**src/rtl/blrl_pkg.sv**
```systemverilog
// Types and codes shared by the resolving list table, its slot cell and its checker.
// No dependencies.
`timescale 1ns / 1ps

package blrl_pkg;

    localparam int KEY_W = 56;

    typedef enum logic [2:0] {
        ACT_ADD      = 3'd0,
        ACT_REMOVE   = 3'd1,
        ACT_CLEAR    = 3'd2,
        ACT_SET_MODE = 3'd3,
        ACT_SET_EN   = 3'd4,
        ACT_RESET    = 3'd5
    } action_t;

    typedef enum logic [2:0] {
        ST_OK         = 3'd0,
        ST_DISALLOWED = 3'd1,
        ST_INVALID    = 3'd2,
        ST_FULL       = 3'd3,
        ST_NOT_FOUND  = 3'd4
    } status_t;

    typedef enum logic [1:0] {
        S_IDLE   = 2'd0,
        S_LOOKUP = 2'd1,
        S_APPLY  = 2'd2
    } state_t;

    typedef enum logic [2:0] {
        CELL_NONE     = 3'd0,
        CELL_WRITE    = 3'd1,
        CELL_SHIFT    = 3'd2,
        CELL_SET_MODE = 3'd3,
        CELL_CLEAR    = 3'd4
    } cell_op_t;

    typedef struct packed {
        cell_op_t           op;
        logic [KEY_W-1:0]   key;
        logic               mode;
    } cell_cmd_t;

    typedef struct packed {
        logic [2:0]  action;
        logic        advertising_active;
        logic [7:0]  identity_type;
        logic [47:0] identity_address;
        logic [7:0]  setting_value;
    } req_t;

    typedef struct packed {
        logic [2:0] status;
        logic [2:0] entry_count;
        logic       resolution_enabled;
        logic [3:0] privacy_mode_bits;
    } rsp_t;

endpackage

```
**src/rtl/blrl_cell.sv**
```systemverilog
// One slot of the resolving list: identity key, privacy-mode bit, registered key match.
// Depends on blrl_pkg.
`timescale 1ns / 1ps

module blrl_cell (
    input  logic                            clk,
    input  logic                            rst_n,
    input  blrl_pkg::cell_cmd_t             cmd,
    input  logic                            occupied,
    input  logic                            tail,
    input  logic [blrl_pkg::KEY_W-1:0]      nbr_key,
    input  logic                            nbr_mode,
    input  logic                            shift_in,
    output logic [blrl_pkg::KEY_W-1:0]      key,
    output logic                            mode,
    output logic                            hit,
    output logic                            shift_out
);

    logic [blrl_pkg::KEY_W-1:0] key_reg, key_next;
    logic                       mode_reg, mode_next;
    logic                       hit_reg, hit_next;

    assign shift_out = shift_in | hit_reg;
    assign key       = key_reg;
    assign mode      = mode_reg;
    assign hit       = hit_reg;

    always_comb
    begin
        key_next  = key_reg;
        mode_next = mode_reg;
        hit_next  = occupied && (key_reg == cmd.key);
        case (cmd.op)
            blrl_pkg::CELL_WRITE:
            begin
                if (tail)
                begin
                    key_next = cmd.key;
                end
            end
            blrl_pkg::CELL_SHIFT:
            begin
                // slots at and above the removed one pull from the next slot up
                if (shift_out)
                begin
                    key_next  = nbr_key;
                    mode_next = nbr_mode;
                end
            end
            blrl_pkg::CELL_SET_MODE:
            begin
                if (hit_reg)
                begin
                    mode_next = cmd.mode;
                end
            end
            blrl_pkg::CELL_CLEAR:
            begin
                mode_next = 1'b0;
            end
            default:
            begin
            end
        endcase
    end

    always_ff @(posedge clk)
    begin
        key_reg <= key_next;
    end

    always_ff @(posedge clk or negedge rst_n)
    begin
        if (!rst_n)
        begin
            mode_reg <= 1'b0;
            hit_reg  <= 1'b0;
        end
        else
        begin
            mode_reg <= mode_next;
            hit_reg  <= hit_next;
        end
    end

endmodule

```
**src/rtl/ble_resolving_list_table.sv**
```systemverilog
// Resolving list table: a row of blrl_cell slots kept compacted from slot 0, plus the
// command sequencer. Depends on blrl_pkg and blrl_cell.
//
// Each request is handled in steps, and the next request is taken only after it commits:
// one step to capture it, one in which every slot compares its stored
// identity with the request's key in parallel and registers the match, and one to commit
// the action and load the response. A waiting response holds off the commit step, and no
// new request is accepted meanwhile. The response shows the table state after its
// action. A remove shifts the later slots down by one through the neighbor links of the row.
`timescale 1ns / 1ps

module ble_resolving_list_table #(
    parameter int TABLE_CAPACITY = 4
) (
    input  logic             clk,
    input  logic             rst_n,
    input  logic             req_valid,
    output logic             req_ready,
    input  blrl_pkg::req_t   req_data,
    output logic             rsp_valid,
    input  logic             rsp_ready,
    output blrl_pkg::rsp_t   rsp_data
);

    localparam int CW = $clog2(TABLE_CAPACITY + 1);

    blrl_pkg::state_t             state_reg, state_next;
    blrl_pkg::req_t               req_reg, req_next;
    logic [CW-1:0]                count_reg, count_next;
    logic                         resen_reg, resen_next;
    logic                         rsp_valid_reg, rsp_valid_next;
    logic [2:0]                   status_reg, status_next;
    blrl_pkg::cell_cmd_t          cmd;

    logic [blrl_pkg::KEY_W-1:0]   cell_key  [TABLE_CAPACITY];
    logic [TABLE_CAPACITY-1:0]    cell_mode;
    logic [TABLE_CAPACITY-1:0]    cell_hit;
    logic [TABLE_CAPACITY:0]      shift_chain;
    logic [TABLE_CAPACITY-1:0]    occupied;
    logic [TABLE_CAPACITY-1:0]    tail;

    logic                         locked;
    logic                         any_hit;
    logic                         full;
    logic                         commit;
    logic [CW+2:0]                count_ext;
    logic [TABLE_CAPACITY+3:0]    mode_ext;

    assign shift_chain[0] = 1'b0;

    genvar g;
    generate
        for (g = 0; g < TABLE_CAPACITY; g++)
        begin : g_slot
            logic [blrl_pkg::KEY_W-1:0] nbr_key;
            logic                       nbr_mode;

            assign occupied[g] = count_reg > CW'(g);
            assign tail[g]     = count_reg == CW'(g);

            if (g == TABLE_CAPACITY - 1)
            begin : g_last
                assign nbr_key  = cell_key[g];
                assign nbr_mode = 1'b0;
            end
            else
            begin : g_mid
                assign nbr_key  = cell_key[g+1];
                assign nbr_mode = cell_mode[g+1];
            end

            blrl_cell u_cell (
                .clk       (clk),
                .rst_n     (rst_n),
                .cmd       (cmd),
                .occupied  (occupied[g]),
                .tail      (tail[g]),
                .nbr_key   (nbr_key),
                .nbr_mode  (nbr_mode),
                .shift_in  (shift_chain[g]),
                .key       (cell_key[g]),
                .mode      (cell_mode[g]),
                .hit       (cell_hit[g]),
                .shift_out (shift_chain[g+1])
            );
        end
    endgenerate

    assign locked  = resen_reg && req_reg.advertising_active;
    assign any_hit = |cell_hit;
    assign full    = count_reg == CW'(TABLE_CAPACITY);
    assign commit  = (state_reg == blrl_pkg::S_APPLY) && (!rsp_valid_reg || rsp_ready);

    always_comb
    begin
        state_next     = state_reg;
        req_next       = req_reg;
        count_next     = count_reg;
        resen_next     = resen_reg;
        status_next    = status_reg;
        rsp_valid_next = rsp_valid_reg && !rsp_ready;
        req_ready      = 1'b0;
        cmd.op         = blrl_pkg::CELL_NONE;
        cmd.key        = {req_reg.identity_type, req_reg.identity_address};
        cmd.mode       = req_reg.setting_value[0];

        case (state_reg)
            blrl_pkg::S_IDLE:
            begin
                req_ready = 1'b1;
                if (req_valid)
                begin
                    req_next   = req_data;
                    state_next = blrl_pkg::S_LOOKUP;
                end
            end
            blrl_pkg::S_LOOKUP:
            begin
                state_next = blrl_pkg::S_APPLY;
            end
            blrl_pkg::S_APPLY:
            begin
                if (commit)
                begin
                    state_next     = blrl_pkg::S_IDLE;
                    rsp_valid_next = 1'b1;
                    status_next    = blrl_pkg::ST_OK;
                    case (req_reg.action)
                        blrl_pkg::ACT_ADD:
                        begin
                            if (locked)
                                status_next = blrl_pkg::ST_DISALLOWED;
                            else if (req_reg.identity_type > 8'd1)
                                status_next = blrl_pkg::ST_INVALID;
                            else if (any_hit)
                                status_next = blrl_pkg::ST_INVALID;
                            else if (full)
                                status_next = blrl_pkg::ST_FULL;
                            else
                            begin
                                cmd.op     = blrl_pkg::CELL_WRITE;
                                count_next = count_reg + CW'(1);
                            end
                        end
                        blrl_pkg::ACT_REMOVE:
                        begin
                            if (locked)
                                status_next = blrl_pkg::ST_DISALLOWED;
                            else if (!any_hit)
                                status_next = blrl_pkg::ST_NOT_FOUND;
                            else
                            begin
                                cmd.op     = blrl_pkg::CELL_SHIFT;
                                count_next = count_reg - CW'(1);
                            end
                        end
                        blrl_pkg::ACT_CLEAR:
                        begin
                            if (locked)
                                status_next = blrl_pkg::ST_DISALLOWED;
                            else
                            begin
                                cmd.op     = blrl_pkg::CELL_CLEAR;
                                count_next = '0;
                            end
                        end
                        blrl_pkg::ACT_SET_MODE:
                        begin
                            if (req_reg.identity_type > 8'd1 || req_reg.setting_value > 8'd1)
                                status_next = blrl_pkg::ST_INVALID;
                            else if (!any_hit)
                                status_next = blrl_pkg::ST_NOT_FOUND;
                            else
                                cmd.op = blrl_pkg::CELL_SET_MODE;
                        end
                        blrl_pkg::ACT_SET_EN:
                        begin
                            if (req_reg.advertising_active)
                                status_next = blrl_pkg::ST_DISALLOWED;
                            else if (req_reg.setting_value > 8'd1)
                                status_next = blrl_pkg::ST_INVALID;
                            else
                                resen_next = req_reg.setting_value[0];
                        end
                        blrl_pkg::ACT_RESET:
                        begin
                            cmd.op     = blrl_pkg::CELL_CLEAR;
                            count_next = '0;
                            resen_next = 1'b0;
                        end
                        default:
                        begin
                            status_next = blrl_pkg::ST_INVALID;
                        end
                    endcase
                end
            end
            default:
            begin
                state_next = blrl_pkg::S_IDLE;
            end
        endcase
    end

    always_ff @(posedge clk or negedge rst_n)
    begin
        if (!rst_n)
        begin
            state_reg     <= blrl_pkg::S_IDLE;
            count_reg     <= '0;
            resen_reg     <= 1'b0;
            rsp_valid_reg <= 1'b0;
        end
        else
        begin
            state_reg     <= state_next;
            count_reg     <= count_next;
            resen_reg     <= resen_next;
            rsp_valid_reg <= rsp_valid_next;
        end
    end

    always_ff @(posedge clk)
    begin
        req_reg    <= req_next;
        status_reg <= status_next;
    end

    // table state only changes on commit, which waits for the response slot to free up
    assign count_ext = (CW+3)'(count_reg);
    assign mode_ext  = {4'b0000, cell_mode};

    assign rsp_valid                    = rsp_valid_reg;
    assign rsp_data.status              = status_reg;
    assign rsp_data.entry_count         = count_ext[2:0];
    assign rsp_data.resolution_enabled  = resen_reg;
    assign rsp_data.privacy_mode_bits   = mode_ext[3:0];

endmodule

```
**config.mk**
```make
export PLATFORM = sky130hd
export DESIGN_NAME = ble_resolving_list_table
export DESIGN_NICKNAME = d
export VERILOG_FILES = /design/src/rtl/blrl_pkg.sv /design/src/rtl/blrl_cell.sv /design/src/rtl/ble_resolving_list_table.sv
export SDC_FILE = /design/constraint.sdc
export NUM_CORES = 1
export LEC_CHECK = 0
export ABC_AREA = 1
export BUFFER_PORTS_ARGS = -buffer_cell sky130_fd_sc_hd__buf_4
export CAP_MARGIN = 10
export CORE_MARGIN = 10
export CORE_UTILIZATION = 55
export DETAILED_ROUTE_END_ITERATION = 8
export PLACE_DENSITY = 0.76
export SETUP_SLACK_MARGIN = 0.2
export SYNTH_ARGS = -nofsm -noshare
export SYNTH_HDL_FRONTEND = slang
export SYNTH_SLANG_ARGS = --single-unit
```
**constraint.sdc**
```tcl
create_clock -name clk -period 7.8 [get_ports clk]
set_input_delay 1.56 -clock clk [delete_from_list [all_inputs] [get_ports clk]]
set_output_delay 1.56 -clock clk [all_outputs]
set_load 0.01 [all_outputs]
```
Word-level counts from Yosys, hierarchy flattened. Cells that the tools add are included.

Register bits after elaboration: 310. Output and inout port bits: 13. Logic and storage cells: 167. Input bits: 72.

Reductions and logical operators: 32. Equality and inequality tests: 41. Bitwise logic cells: 3. Add/sub/neg operators: 2. Muxes and demuxes: 61. Magnitude comparators: 6.

Operator list (number): 56-bit two-way mux (6); 56-bit one-hot mux with 2 select lines (3); 56-bit equality test (4); 3-bit two-way mux (13); 2-bit two-way mux (12); 2-bit by 1-bit != test with 1-bit output (second input constant) (11); 2-bit != test (second input constant) (11); 3-bit AND reduction (7); 3-bit by 2-bit equality test with 1-bit output (second input constant) (6); 1-bit two-way mux (18); 3-bit one-hot mux with 6 select lines (1); 8-bit by 1-bit > comparator with 1-bit output (second input constant) (2); 3-bit one-hot mux with 5 select lines (1); 3-bit equality test (second input constant) (4); 1-bit one-hot mux with 3 select lines (4); 3-bit one-hot mux with 4 select lines (1); 10-bit AND reduction (1); 3-bit by 1-bit equality test with 1-bit output (second input constant) (3); 2-bit AND reduction (4); 1-bit logical AND (7); 3-bit by 1-bit > comparator with 1-bit output (second input constant) (2); 3-bit by 2-bit > comparator with 1-bit output (second input constant) (2); 3-bit zero test (2); 2-bit one-hot mux with 3 select lines (1); 14 further kinds (19).

Depth between registers and ports, before layout. Gate-level depths: netlist of run 1.

Depth after elaboration: 11. Depth in mapped cells: 15. Depth with buffers taken out: 14.

Cells and area by module. A second synthesis of run 1 with hierarchy kept.

Cell total of the unflattened synthesis: 2126. Area total of the unflattened synthesis: 17056.4 um^2.

By module, submodules not included: blrl_cell (sequential area each 1731.7 um^2, area an instance 3505.9 um^2, cells an instance 477, times used 4); ble_resolving_list_table (sequential area each 2307.2 um^2, area an instance 3032.9 um^2, cells an instance 218, times used 1).

Least setup slack after synthesis of run 1. Ideal clock, no wire load.

Kind: input-to-reg. From: input port req_valid. To: register req_reg, in the netlist cmd[0], enable pin. Cell stages on the path: 1. Path buffers: 0. Setup time: 0.591 ns. Required time: 7.209 ns. Arrival: 6.474 ns. Slack: 0.735 ns. Cells stage by stage: nor3b_1.

Cells in the longest elaborated chain, start to end: 1.

RTL lines: start: declaration (RTL line ble_resolving_list_table.sv:17) `input logic req_valid,`; 2-bit AND reduction (no source line); end signal: assignment (RTL line ble_resolving_list_table.sv:225) `req_reg <= req_next;`; end: declaration (RTL line ble_resolving_list_table.sv:28) `blrl_pkg::req_t req_reg, req_next;`.

Every way passes these cells. A chain may end at the register's enable or synchronous reset.

Final worst setup path of run 1.
From: input port rsp_ready. To: register g_slot[0].u_cell.key_reg, in the netlist g_slot[0].u_cell.key[29], enable pin.

Cells in the longest elaborated chain, start to end: 7. Elaborated cells between the ends (all ways): 10. Those cells by class: eq/ne (4); mux (2); reduce/logical (4).

RTL lines: start: declaration (RTL line ble_resolving_list_table.sv:21) `input logic rsp_ready,`; 1-bit logical OR (*) (RTL line ble_resolving_list_table.sv:92) `assign commit = (state_reg == blrl_pkg::S_APPLY) && (!rsp_valid_reg || rsp_ready);`; 1-bit logical AND (*) (RTL line ble_resolving_list_table.sv:92); 3-bit two-way mux (*) (RTL line ble_resolving_list_table.sv:123) `if (commit)`; 3-bit two-way mux (*) (RTL line ble_resolving_list_table.sv:107) `case (state_reg)`; 3-bit by 2-bit equality test with 1-bit output or 3-bit by 1-bit equality test with 1-bit output (tied branches) (RTL line blrl_cell.sv:34) `case (cmd.op)`; 2-bit by 1-bit != test with 1-bit output (no source line) or 2-bit nonzero test (tied branches); 3-bit AND reduction (no source line) (*); end signal: assignment (RTL line blrl_cell.sv:70) `key_reg <= key_next;`; end: declaration (RTL line blrl_cell.sv:20) `logic [blrl_pkg::KEY_W-1:0] key_reg, key_next;`.

Mark *: on every way between the ends. The rest lies on a longest branch, timed or not.

==> results.json, run 1 <==
{
  "ir_drop_v": 0.000193,
  "grt_pass1_vias": 10600,
  "drive_gt1_share_pct": 16.7,
  "cts_tree": "done",
  "preCtsSetupSlack_ns": 2.72,
  "crit_fanout": 89,
  "clockRootBuffer": "clkbuf_16",
  "slew_headroom_pct": 24.2,
  "globalplace.congestion": 0.989,
  "power_density_nw_per_um2": 258,
  "grt_overflow": 0,
  "syn_to_final_growth_pct": 13.4,
  "grt_pass1_wl_microns": 64900,
  "layout_commonest_cell": "edfxtp_1",
  "fin_skew_ns": 0.0121,
  "fp-row-count": 60,
  "slowest_stage": "nor2_4",
  "ys_types": 46,
  "largest_reg_flops": 224,
  "arrival_ns": 4.74,
  "maxSlewViolCount": 0,
  "n_antenna_cell": 0,
  "hold_violations": 0,
  "dr.first_iter.drc_count": 1631,
  "synth-async-reset-ratio_pct": 4.84,
  "drt-vias-per-instance": 5.98,
  "worst_pin_slew_ns": 1.14,
  "fin_crit_sh_pct": 58.6,
  "cts_max_path_buffers": 3,
  "slowest_delay_ns": 0.89,
  "syn_area_per_cell_sq_um": 10.9,
  "fin_tns_setup_ns": 0,
  "synth_cells": 1379,
  "clock-sinks": 310,
  "drc": 0,
  "cts_htree_levels": 2,
  "ys_warn_count": 0,
  "portBuffers": 84,
  "ios": 85,
  "status": "completed",
  "layout_common_cells": "edfxtp_1, nand2_1, inv_1",
  "wirelength_microns": 43600,
  "ys_seq_area_share_pct": 61.7,
  "cts_resized": 0,
  "initial_core_util_pct": 55.7,
  "crit_chain": "buf_4 > nor2_1 > nor2_4 > o211ai_4 > nor2_4 > nor2_2 > nand2_8 > nand2_1 > o21ai_0 > nor2_4 > buf_4",
  "vias": 10900,
  "grt_usage_pct": 25.5,
  "synth_flop_cell": "edfxtp_1",
  "setup.worst_path.end_class": "flip-flop",
  "hold_path.class": "reg -> reg",
  "ant_nets": 0,
  "die_width_microns": 185,
  "grt_max_degree": 90,
  "clock_latency_ns": 0.52,
  "min_path_cells": 1,
  "fillers": 2179,
  "hold_buffers": 0,
  "grt_setup_unrepaired": "false",
  "setup_slack_ns": 3.23,
  "synth_enable_flop_cells": 295,
  "layout.nets": 1536,
  "wl_per_cell_microns": 23.9,
  "drv_cap": 0,
  "yosysTopAreaCell": "edfxtp_1",
  "core-area_sq_um": 26900,
  "cts-buffers-inserted": 35,
  "crit_top_cell": "nor2_4",
  "die_area_sq_um": 34200,
  "worstRegToRegCells": 10,
  "die_h_microns": 185,
  "post-cts-setup-buffers": 0,
  "path_clk_slew_ns": 0.06,
  "hpwlAfterDp_microns": 31200,
  "startpoint_type": "primary input",
  "antenna_found_initial": 1,
  "synth_area_sq_um": 15000,
  "syn_nets": 1457,
  "setup_viol": 0,
  "cp.required_ns": 7.97,
  "dr.pass1.iters": 8,
  "power_leakage_nw": 6.60,
  "fmax_mhz": 219,
  "path_class": "in -> reg",
  "synth_top_area_share_pct": 59.2,
  "yosys_register_bits": 310,
  "period_minus_slack_ns": 4.57,
  "ys_top_cells_by_area": "edfxtp_1, nand2_1, inv_1"
}
==> layer usage <==
layer	global-route usage [%]	vias up	share of wire (%)
li1	-	4938	-
met1	34.0	5226	40
met2	39.5	632	45
met3	4.80	108	9.5
met4	12.0	2	4.7
met5	0	-	0.028
==> metrics by stage <==
stage	cells	power, mW	cell area [sq um]	hold slack (ns)	util (%)
floorplan	1379	2.41	15000	0.421	-
global placement	1762	2.62	15800	0.487	58.7
detailed placement	1762	2.63	15800	0.496	58.7
CTS	1823	4.38	17000	0.508	63.2
global route	1823	4.52	17000	0.539	63.2
finish	1823	4.38	17000	0.502	63.2
==> power breakdown <==
part           leakage (nW)  internal (mW)  switching (mW)
combinational          3.14          0.201           0.330
clock                 0.585           1.09           0.677
sequential             2.88           1.94           0.138
==> logic make-up (layout without fill, tap and decap cells) <==
family                   count (synthesis)  count (layout)  synth area share, %
AND/OR/NAND/NOR                        460             460                 13.9
flip-flops                             310             310                 61.7
AO/OA/AOI/OAI                          268             268                 11.8
buffers and inverters                  256             359                 7.50
XOR/XNOR                                79              79                 4.62
adder cells (fa/ha/maj)                  6               6                0.502
==> synth_stat cells, types with 2 or more instances <==
library cell	count
o21ai_2	40
nand2_2	36
buf_6	4
a21oi_1	10
o2111ai_1	10
nand2_1	259
and3_1	3
o21ai_1	43
nor3b_1	2
nor2_1	72
or2_2	6
inv_1	204
xnor2_1	41
nand4_1	15
a221oi_1	4
nand2_4	5
o21ai_0	54
o22ai_1	75
a211oi_1	3
o211ai_1	4
nor4_1	15
buf_4	11
nor3_1	20
dfrtp_1	15
edfxtp_1	295
ha_1	6
buf_2	10
buf_12	4
inv_2	3
nor2_4	5
clkbuf_1	17
xor2_1	38
o221ai_1	20
nand3_1	18
==> final timing paths <==
| check | startpoint | end | slack (ns) |
|---|---|---|---|
| hold reg to reg | state_reg[0]$_DFFE_PN0P_ | state_reg[0]$_DFFE_PN0P_ | 0.50 |
| min in group asynchronous | rst_n | count_reg[1]$_DFFE_PN0P_ | 0.89 |
| max in group asynchronous | rst_n | g_slot[1].u_cell.mode$_DFFE_PN0P_ | 6.71 |
| setup reg to reg | cmd[55]$_DFFE_PP_ | g_slot[0].u_cell.key[29]$_DFFE_PP_ | 3.58 |
| hold / removal | state_reg[0]$_DFFE_PN0P_ | state_reg[0]$_DFFE_PN0P_ | 0.50 |
| setup / recovery | rsp_ready | g_slot[0].u_cell.key[29]$_DFFE_PP_ | 3.23 |
==> worst max-delay path: cells and delay by family <==
kind	cells	cell delay, ns
buffers and inverters	2	0.63
AND/OR/NAND/NOR	7	2.20
AO/OA/AOI/OAI	2	0.30
==> layout make-up <==
class	count	area (sq um)	share of cell area [%]
Tap cell	341	427	2.51
Clock inverter	21	279	1.64
Multi-Input combinational cell	813	4640	27.3
Sequential cell	310	9230	54.4
Inverter	207	777	4.58
Clock buffer	40	937	5.52
Timing Repair Buffer	91	683	4.02
Power figures use the tool's default switching activity.
==> run 2, diff against run 1 <==
==> constraint.sdc (replaced) <==
create_clock -name clk -period 4.46 [get_ports clk]
set_input_delay 0.892 -clock clk [delete_from_list [all_inputs] [get_ports clk]]
set_output_delay 0.892 -clock clk [all_outputs]
set_load 0.01 [all_outputs]
==> run 2 against run 1 <==
- sequential share of layout area shrank 0.20 points
- setup slack worse by 2.0 ns
- clock power grew 71%
- register-to-register slack lost 2.3 ns
- critical path type is now reg -> reg
- global-route usage up 0.37 points
- wire length rose by 0.17%
- core utilization is 0.23 points higher
- final cell count is 0.11% higher
- clock skew is 0.0093 ns higher
==> results.json, run 2 (synthesis results as in run 1) <==
{
  "status": "completed",
  "syn_to_final_growth_pct": 13.9,
  "fin_crit_sh_pct": 72.1,
  "power_density_nw_per_um2": 447,
  "post-cts-setup-buffers": 0,
  "slew_headroom_pct": 37.0,
  "core-area_sq_um": 26900,
  "power_leakage_nw": 6.63,
  "layout_commonest_cell": "edfxtp_1",
  "slowest_stage": "edfxtp_1",
  "setup_viol": 0,
  "drc": 0,
  "crit_fanout": 43,
  "crit_top_cell": "nand2_1",
  "die_width_microns": 185,
  "cp.required_ns": 4.65,
  "worst_pin_slew_ns": 0.945,
  "drt-vias-per-instance": 5.96,
  "critical-path-top-delay-family": "simple AND/OR/NAND/NOR gates",
  "grt_usage_pct": 25.8,
  "largest_reg_flops": 224,
  "antenna_found_initial": 1,
  "cts_resized": 0,
  "grt_pass1_vias": 10800,
  "hold_violations": 0,
  "hpwlAfterDp_microns": 31400,
  "period_minus_slack_ns": 3.22,
  "cts_max_path_buffers": 3,
  "path_clk_slew_ns": 0.06,
  "maxSlewViolCount": 0,
  "n_antenna_cell": 0,
  "vias": 10900,
  "grt_pass1_wl_microns": 66100,
  "arrival_ns": 3.41,
  "ios": 85,
  "fillers": 2123,
  "fin_skew_ns": 0.0214,
  "fp-row-count": 60,
  "grt_overflow": 0,
  "setup.worst_path.end_class": "flip-flop",
  "clock-sinks": 310,
  "grt_max_degree": 131,
  "slowest_delay_ns": 0.58,
  "ant_nets": 0,
  "path_class": "reg -> reg",
  "startpoint_type": "flip-flop",
  "dr.pass1.iters": 5,
  "drive_gt1_share_pct": 17.1,
  "die_area_sq_um": 34200,
  "clock_latency_ns": 0.52,
  "layout.nets": 1536,
  "cts-buffers-inserted": 35,
  "fin_tns_setup_ns": 0,
  "initial_core_util_pct": 55.7,
  "cts_htree_levels": 2,
  "whs_ns": 0.220,
  "fmax_mhz": 311,
  "dr.first_iter.drc_count": 1547,
  "hold_path.class": "in -> async",
  "layout_common_cells": "edfxtp_1, nand2_1, inv_1",
  "wirelength_microns": 43700,
  "path_buf_inv": 1,
  "wl_per_cell_microns": 23.9,
  "globalplace.congestion": 0.953,
  "grt_setup_unrepaired": "false",
  "ir_drop_v": 0.000366,
  "hold_buffers": 0,
  "crit_chain": "nor2_1 > nand2_1 > nor2_4 > nand3_4 > a21oi_4 > nand2_8 > nand2_1 > and3_2 > buf_12",
  "portBuffers": 84,
  "cts_tree": "done",
  "die_h_microns": 185,
  "clockRootBuffer": "clkbuf_16",
  "drv_cap": 0
}
## run 2: changes by cell type in the layout (fill, tap and decap cells not counted)
cell,before,now
buf_12,0,4
buf_4,91,87
clkbuf_8,0,4
clkinv_2,4,7
bufinv_16,7,5
clkbuf_1,3,1
clkinv_1,7,5
clkinv_4,0,2
clkinvlp_4,3,2
nor3b_2,1,0
nor3b_4,0,1
## run 2: worst reg2reg max path, stage by stage, from the launching register on
cell and delay [ns]:
edfxtp_1 0.58, nor2_1 0.23, nand2_1 0.11, nor2_4 0.23, nand3_4 0.15, a21oi_4 0.26, nand2_8 0.23, nand2_1 0.16
and3_2 0.57, buf_12 0.36
## run 2: final cells by class
| class | instances | area (sq um) | area share [%] |
|---|---|---|---|
| clock buffer | 42 | 985 | 5.78 |
| clock inverter | 21 | 236 | 1.39 |
| inverter | 207 | 777 | 4.56 |
| multi-input combinational | 813 | 4650 | 27.3 |
| sequential | 310 | 9230 | 54.2 |
| tap | 341 | 427 | 2.50 |
| timing repair buffer | 91 | 733 | 4.30 |
## run 2: final timing paths
| path | startpoint | endpoint | slack, ns | cells after the start |
|---|---|---|---|---|
| worst max-delay path | cmd[55]$_DFFE_PP_ | g_slot[2].u_cell.key[0]$_DFFE_PP_ | 1.24 | 9 |
| worst min-delay path | rst_n | resen_reg$_DFFE_PN0P_ | 0.22 | 1 |
| worst max register to register | cmd[55]$_DFFE_PP_ | g_slot[2].u_cell.key[0]$_DFFE_PP_ | 1.24 | 9 |
| worst min register to register | rsp_valid$_DFF_PN0_ | rsp_valid$_DFF_PN0_ | 0.51 | 2 |
| max in group asynchronous | rst_n | rsp_valid$_DFF_PN0_ | 4.04 | 1 |
| min in group clk | rsp_valid$_DFF_PN0_ | rsp_valid$_DFF_PN0_ | 0.51 | 2 |
## run 2: per-stage QoR
stage | util [%] | power [mW] | setup slack [ns] | instances | cell area, sq um
global route | 63.4 | 7.86 | 1.08 | 1825 | 17000
detailed placement | 58.9 | 4.62 | 0.990 | 1762 | 15800
finish | 63.4 | 7.62 | 1.24 | 1825 | 17000
global placement | 58.9 | 4.59 | 1.06 | 1762 | 15800
CTS | 63.4 | 7.63 | 1.25 | 1825 | 17000
floorplan | - | 4.21 | 0.469 | 1379 | 15000
## run 2: per-layer routing
| metal | up-vias | global-route usage [%] | wire length (microns) |
|---|---|---|---|
| li1 | 4954 | - | - |
| met1 | 5183 | 33.6 | 17100 |
| met2 | 627 | 41.5 | 20200 |
| met3 | 103 | 5.25 | 4290 |
| met4 | 2 | 10.6 | 2030 |
| met5 | - | 0 | 13 |
## run 2: power breakdown
group / switching, mW / internal (mW) / leakage [nW]
logic: 0.591 / 0.356 / 3.16
clock network: 1.17 / 1.86 / 0.600
registers: 0.239 / 3.40 / 2.88
==> run 3, diff against run 2 <==
--- a/config.mk
+++ b/config.mk
@@ -11,7 +11,7 @@
 export CORE_MARGIN = 10
 export CORE_UTILIZATION = 55
 export DETAILED_ROUTE_END_ITERATION = 8
-export PLACE_DENSITY = 0.76
+export PLACE_DENSITY = 0.79
 export SETUP_SLACK_MARGIN = 0.2
 export SYNTH_ARGS = -nofsm -noshare
 export SYNTH_HDL_FRONTEND = slang
==> constraint.sdc (replaced) <==
create_clock -name clk -period 2.9 [get_ports clk]
set_input_delay 0.58 -clock clk [delete_from_list [all_inputs] [get_ports clk]]
set_output_delay 0.58 -clock clk [all_outputs]
set_load 0.01 [all_outputs]
==> run 3 against run 2 <==
- core utilization up 0.47 points
- hold slack better by 0.011 ns
- setup slack worse by 0.97 ns
- sequential share of layout area down 0.39 points
- critical endpoint is now g_slot[1].u_cell.key[42]$_DFFE_PP_
- critical path type unchanged
- clock skew up 0.0065 ns
- via count up 2.9%
- global-route usage down 0.36 points
- clock power up 44%
==> results.json, run 3 (synthesis results as in run 1) <==
{
  "cts_htree_levels": 2,
  "grt_pass1_wl_microns": 65200,
  "power_leakage_nw": 6.68,
  "final_cells": 1841,
  "cts_tree": "done",
  "post-route-util_pct": 63.9,
  "fin_tns_setup_ns": 0,
  "setup.worst_path.end_class": "flip-flop",
  "grt_overflow": 0,
  "dr.pass1.iters": 6,
  "grt_setup_unrepaired": "true",
  "crit_chain": "nor2_1 > nand2_1 > nor2_4 > nand2_1 > nor2_4 > nor2_4 > nand2_8 > buf_16 > nand2_1 > o21ai_1",
  "clock_latency_ns": 0.53,
  "cts-buffers-inserted": 34,
  "layout_commonest_cell": "edfxtp_1",
  "antenna_found_initial": 1,
  "grt_max_degree": 115,
  "fin_skew_ns": 0.0279,
  "maxSlewViolCount": 0,
  "wl_per_cell_microns": 24.0,
  "vias": 11200,
  "grt_usage_pct": 25.5,
  "fillers": 2089,
  "arrival_ns": 2.98,
  "place_inst": 1772,
  "cp.required_ns": 3.26,
  "worst_pin_slew_ns": 0.807,
  "crit_fanout": 114,
  "ios": 85,
  "die_area_sq_um": 34200,
  "core-area_sq_um": 26900,
  "layout_common_cells": "edfxtp_1, nand2_1, inv_1",
  "clock-sinks": 310,
  "slew_headroom_pct": 46.1,
  "hold_violations": 0,
  "syn_to_final_growth_pct": 14.7,
  "grt_pass1_vias": 10900,
  "status": "completed",
  "slowest_stage": "edfxtp_1",
  "hpwlAfterDp_microns": 31600,
  "initial_core_util_pct": 55.7,
  "drc": 0,
  "die_h_microns": 185,
  "die_width_microns": 185,
  "cts_max_path_buffers": 3,
  "hold_path.class": "in -> reg",
  "path_clk_slew_ns": 0.06,
  "fin_crit_sh_pct": 90.6,
  "drive_gt1_share_pct": 17.8,
  "globalplace.congestion": 0.997,
  "fmax_mhz": 381,
  "critical-path-top-delay-family": "simple AND/OR/NAND/NOR gates",
  "dr.first_iter.drc_count": 1596,
  "multi_input_area_sq_um": 4670,
  "seq_area_sq_um": 9240,
  "drv_cap": 0,
  "path_buf_inv": 1,
  "portBuffers": 84,
  "n_antenna_cell": 0,
  "path_class": "reg -> reg",
  "power_density_nw_per_um2": 669,
  "ir_drop_v": 0.000546,
  "setup_viol": 0,
  "clockRootBuffer": "clkbuf_16",
  "layout.nets": 1553,
  "startpoint_type": "flip-flop",
  "drt-vias-per-instance": 6.08,
  "fp-row-count": 60,
  "largest_reg_flops": 224,
  "period_minus_slack_ns": 2.63,
  "slowest_delay_ns": 0.53,
  "ant_nets": 0,
  "wirelength_microns": 44100
}
[run 3: changes by cell type in the layout (fill, tap and decap cells not counted), sizes merged]
cell,before,now
dlygate4sd3,0,1
bufinv,5,4
buf,91,107
inv,207,208
clkinv,14,8
clkbuf,42,48
clkinvlp,2,1
[run 3: path summary, 6_finish.rpt]
kind | start | to | cells after the start | slack [ns]
worst max register to register | cmd[50]$_DFFE_PP_ | g_slot[1].u_cell.key[42]$_DFFE_PP_ | 10 | 0.27
worst min register to register | g_slot[2].u_cell.mode$_DFFE_PN0P_ | g_slot[2].u_cell.mode$_DFFE_PN0P_ | 2 | 0.51
worst min-delay path | req_data[40] | cmd[33]$_DFFE_PP_ | 1 | 0.23
min in group asynchronous | rst_n | count_reg[1]$_DFFE_PN0P_ | 2 | 0.47
max in group asynchronous | rst_n | count_reg[0]$_DFFE_PN0P_ | 2 | 2.21
worst max-delay path | cmd[50]$_DFFE_PP_ | g_slot[1].u_cell.key[42]$_DFFE_PP_ | 10 | 0.27
[run 3: timing repair]
item	CTS	global route
endpoints found under the setup margin	0	130
buffers inserted	0	5
endpoints found under the hold margin	15	0
hold buffers	1	0
resized for setup	0	5
[run 3: report_power, final]
part	internal, mW	total (mW)	switching [mW]
combinational	0.605	1.56	0.959
sequential	5.22	5.56	0.342
clock	2.61	4.35	1.75
[run 3: metrics by stage]
step / total power [mW] / hold WS [ns] / setup slack, ns / instance area [sq um]
2_1_floorplan: 6.48 / 0.284 / 0.0558 / 15000
3_3_place_gp: 7.09 / 0.453 / 0.333 / 16000
3_5_place_dp: 7.15 / 0.460 / 0.246 / 16000
4_1_cts: 11.4 / 0.228 / 0.296 / 17100
5_1_grt: 11.9 / 0.220 / 0.177 / 17200
6_report: 11.5 / 0.231 / 0.273 / 17200
[run 3: metal layers]
metal	track usage, %	part of all wire, %	vias to the layer above
met2	39.8	44	852
li1	-	-	4971
met4	14.1	6.5	2
met5	0	0.016	-
met3	5.60	12	162
met1	32.4	37	5201
[run 3: final cells by class]
| cell class | count | area share (%) |
|---|---|---|
| repair buffers | 109 | 5.55 |
| clock inverters | 14 | 1.01 |
| inverters | 207 | 4.53 |
| flip-flops and latches | 310 | 53.8 |
| clock buffers | 47 | 5.42 |
| multi-input cells | 813 | 27.2 |
| well taps | 341 | 2.49 |
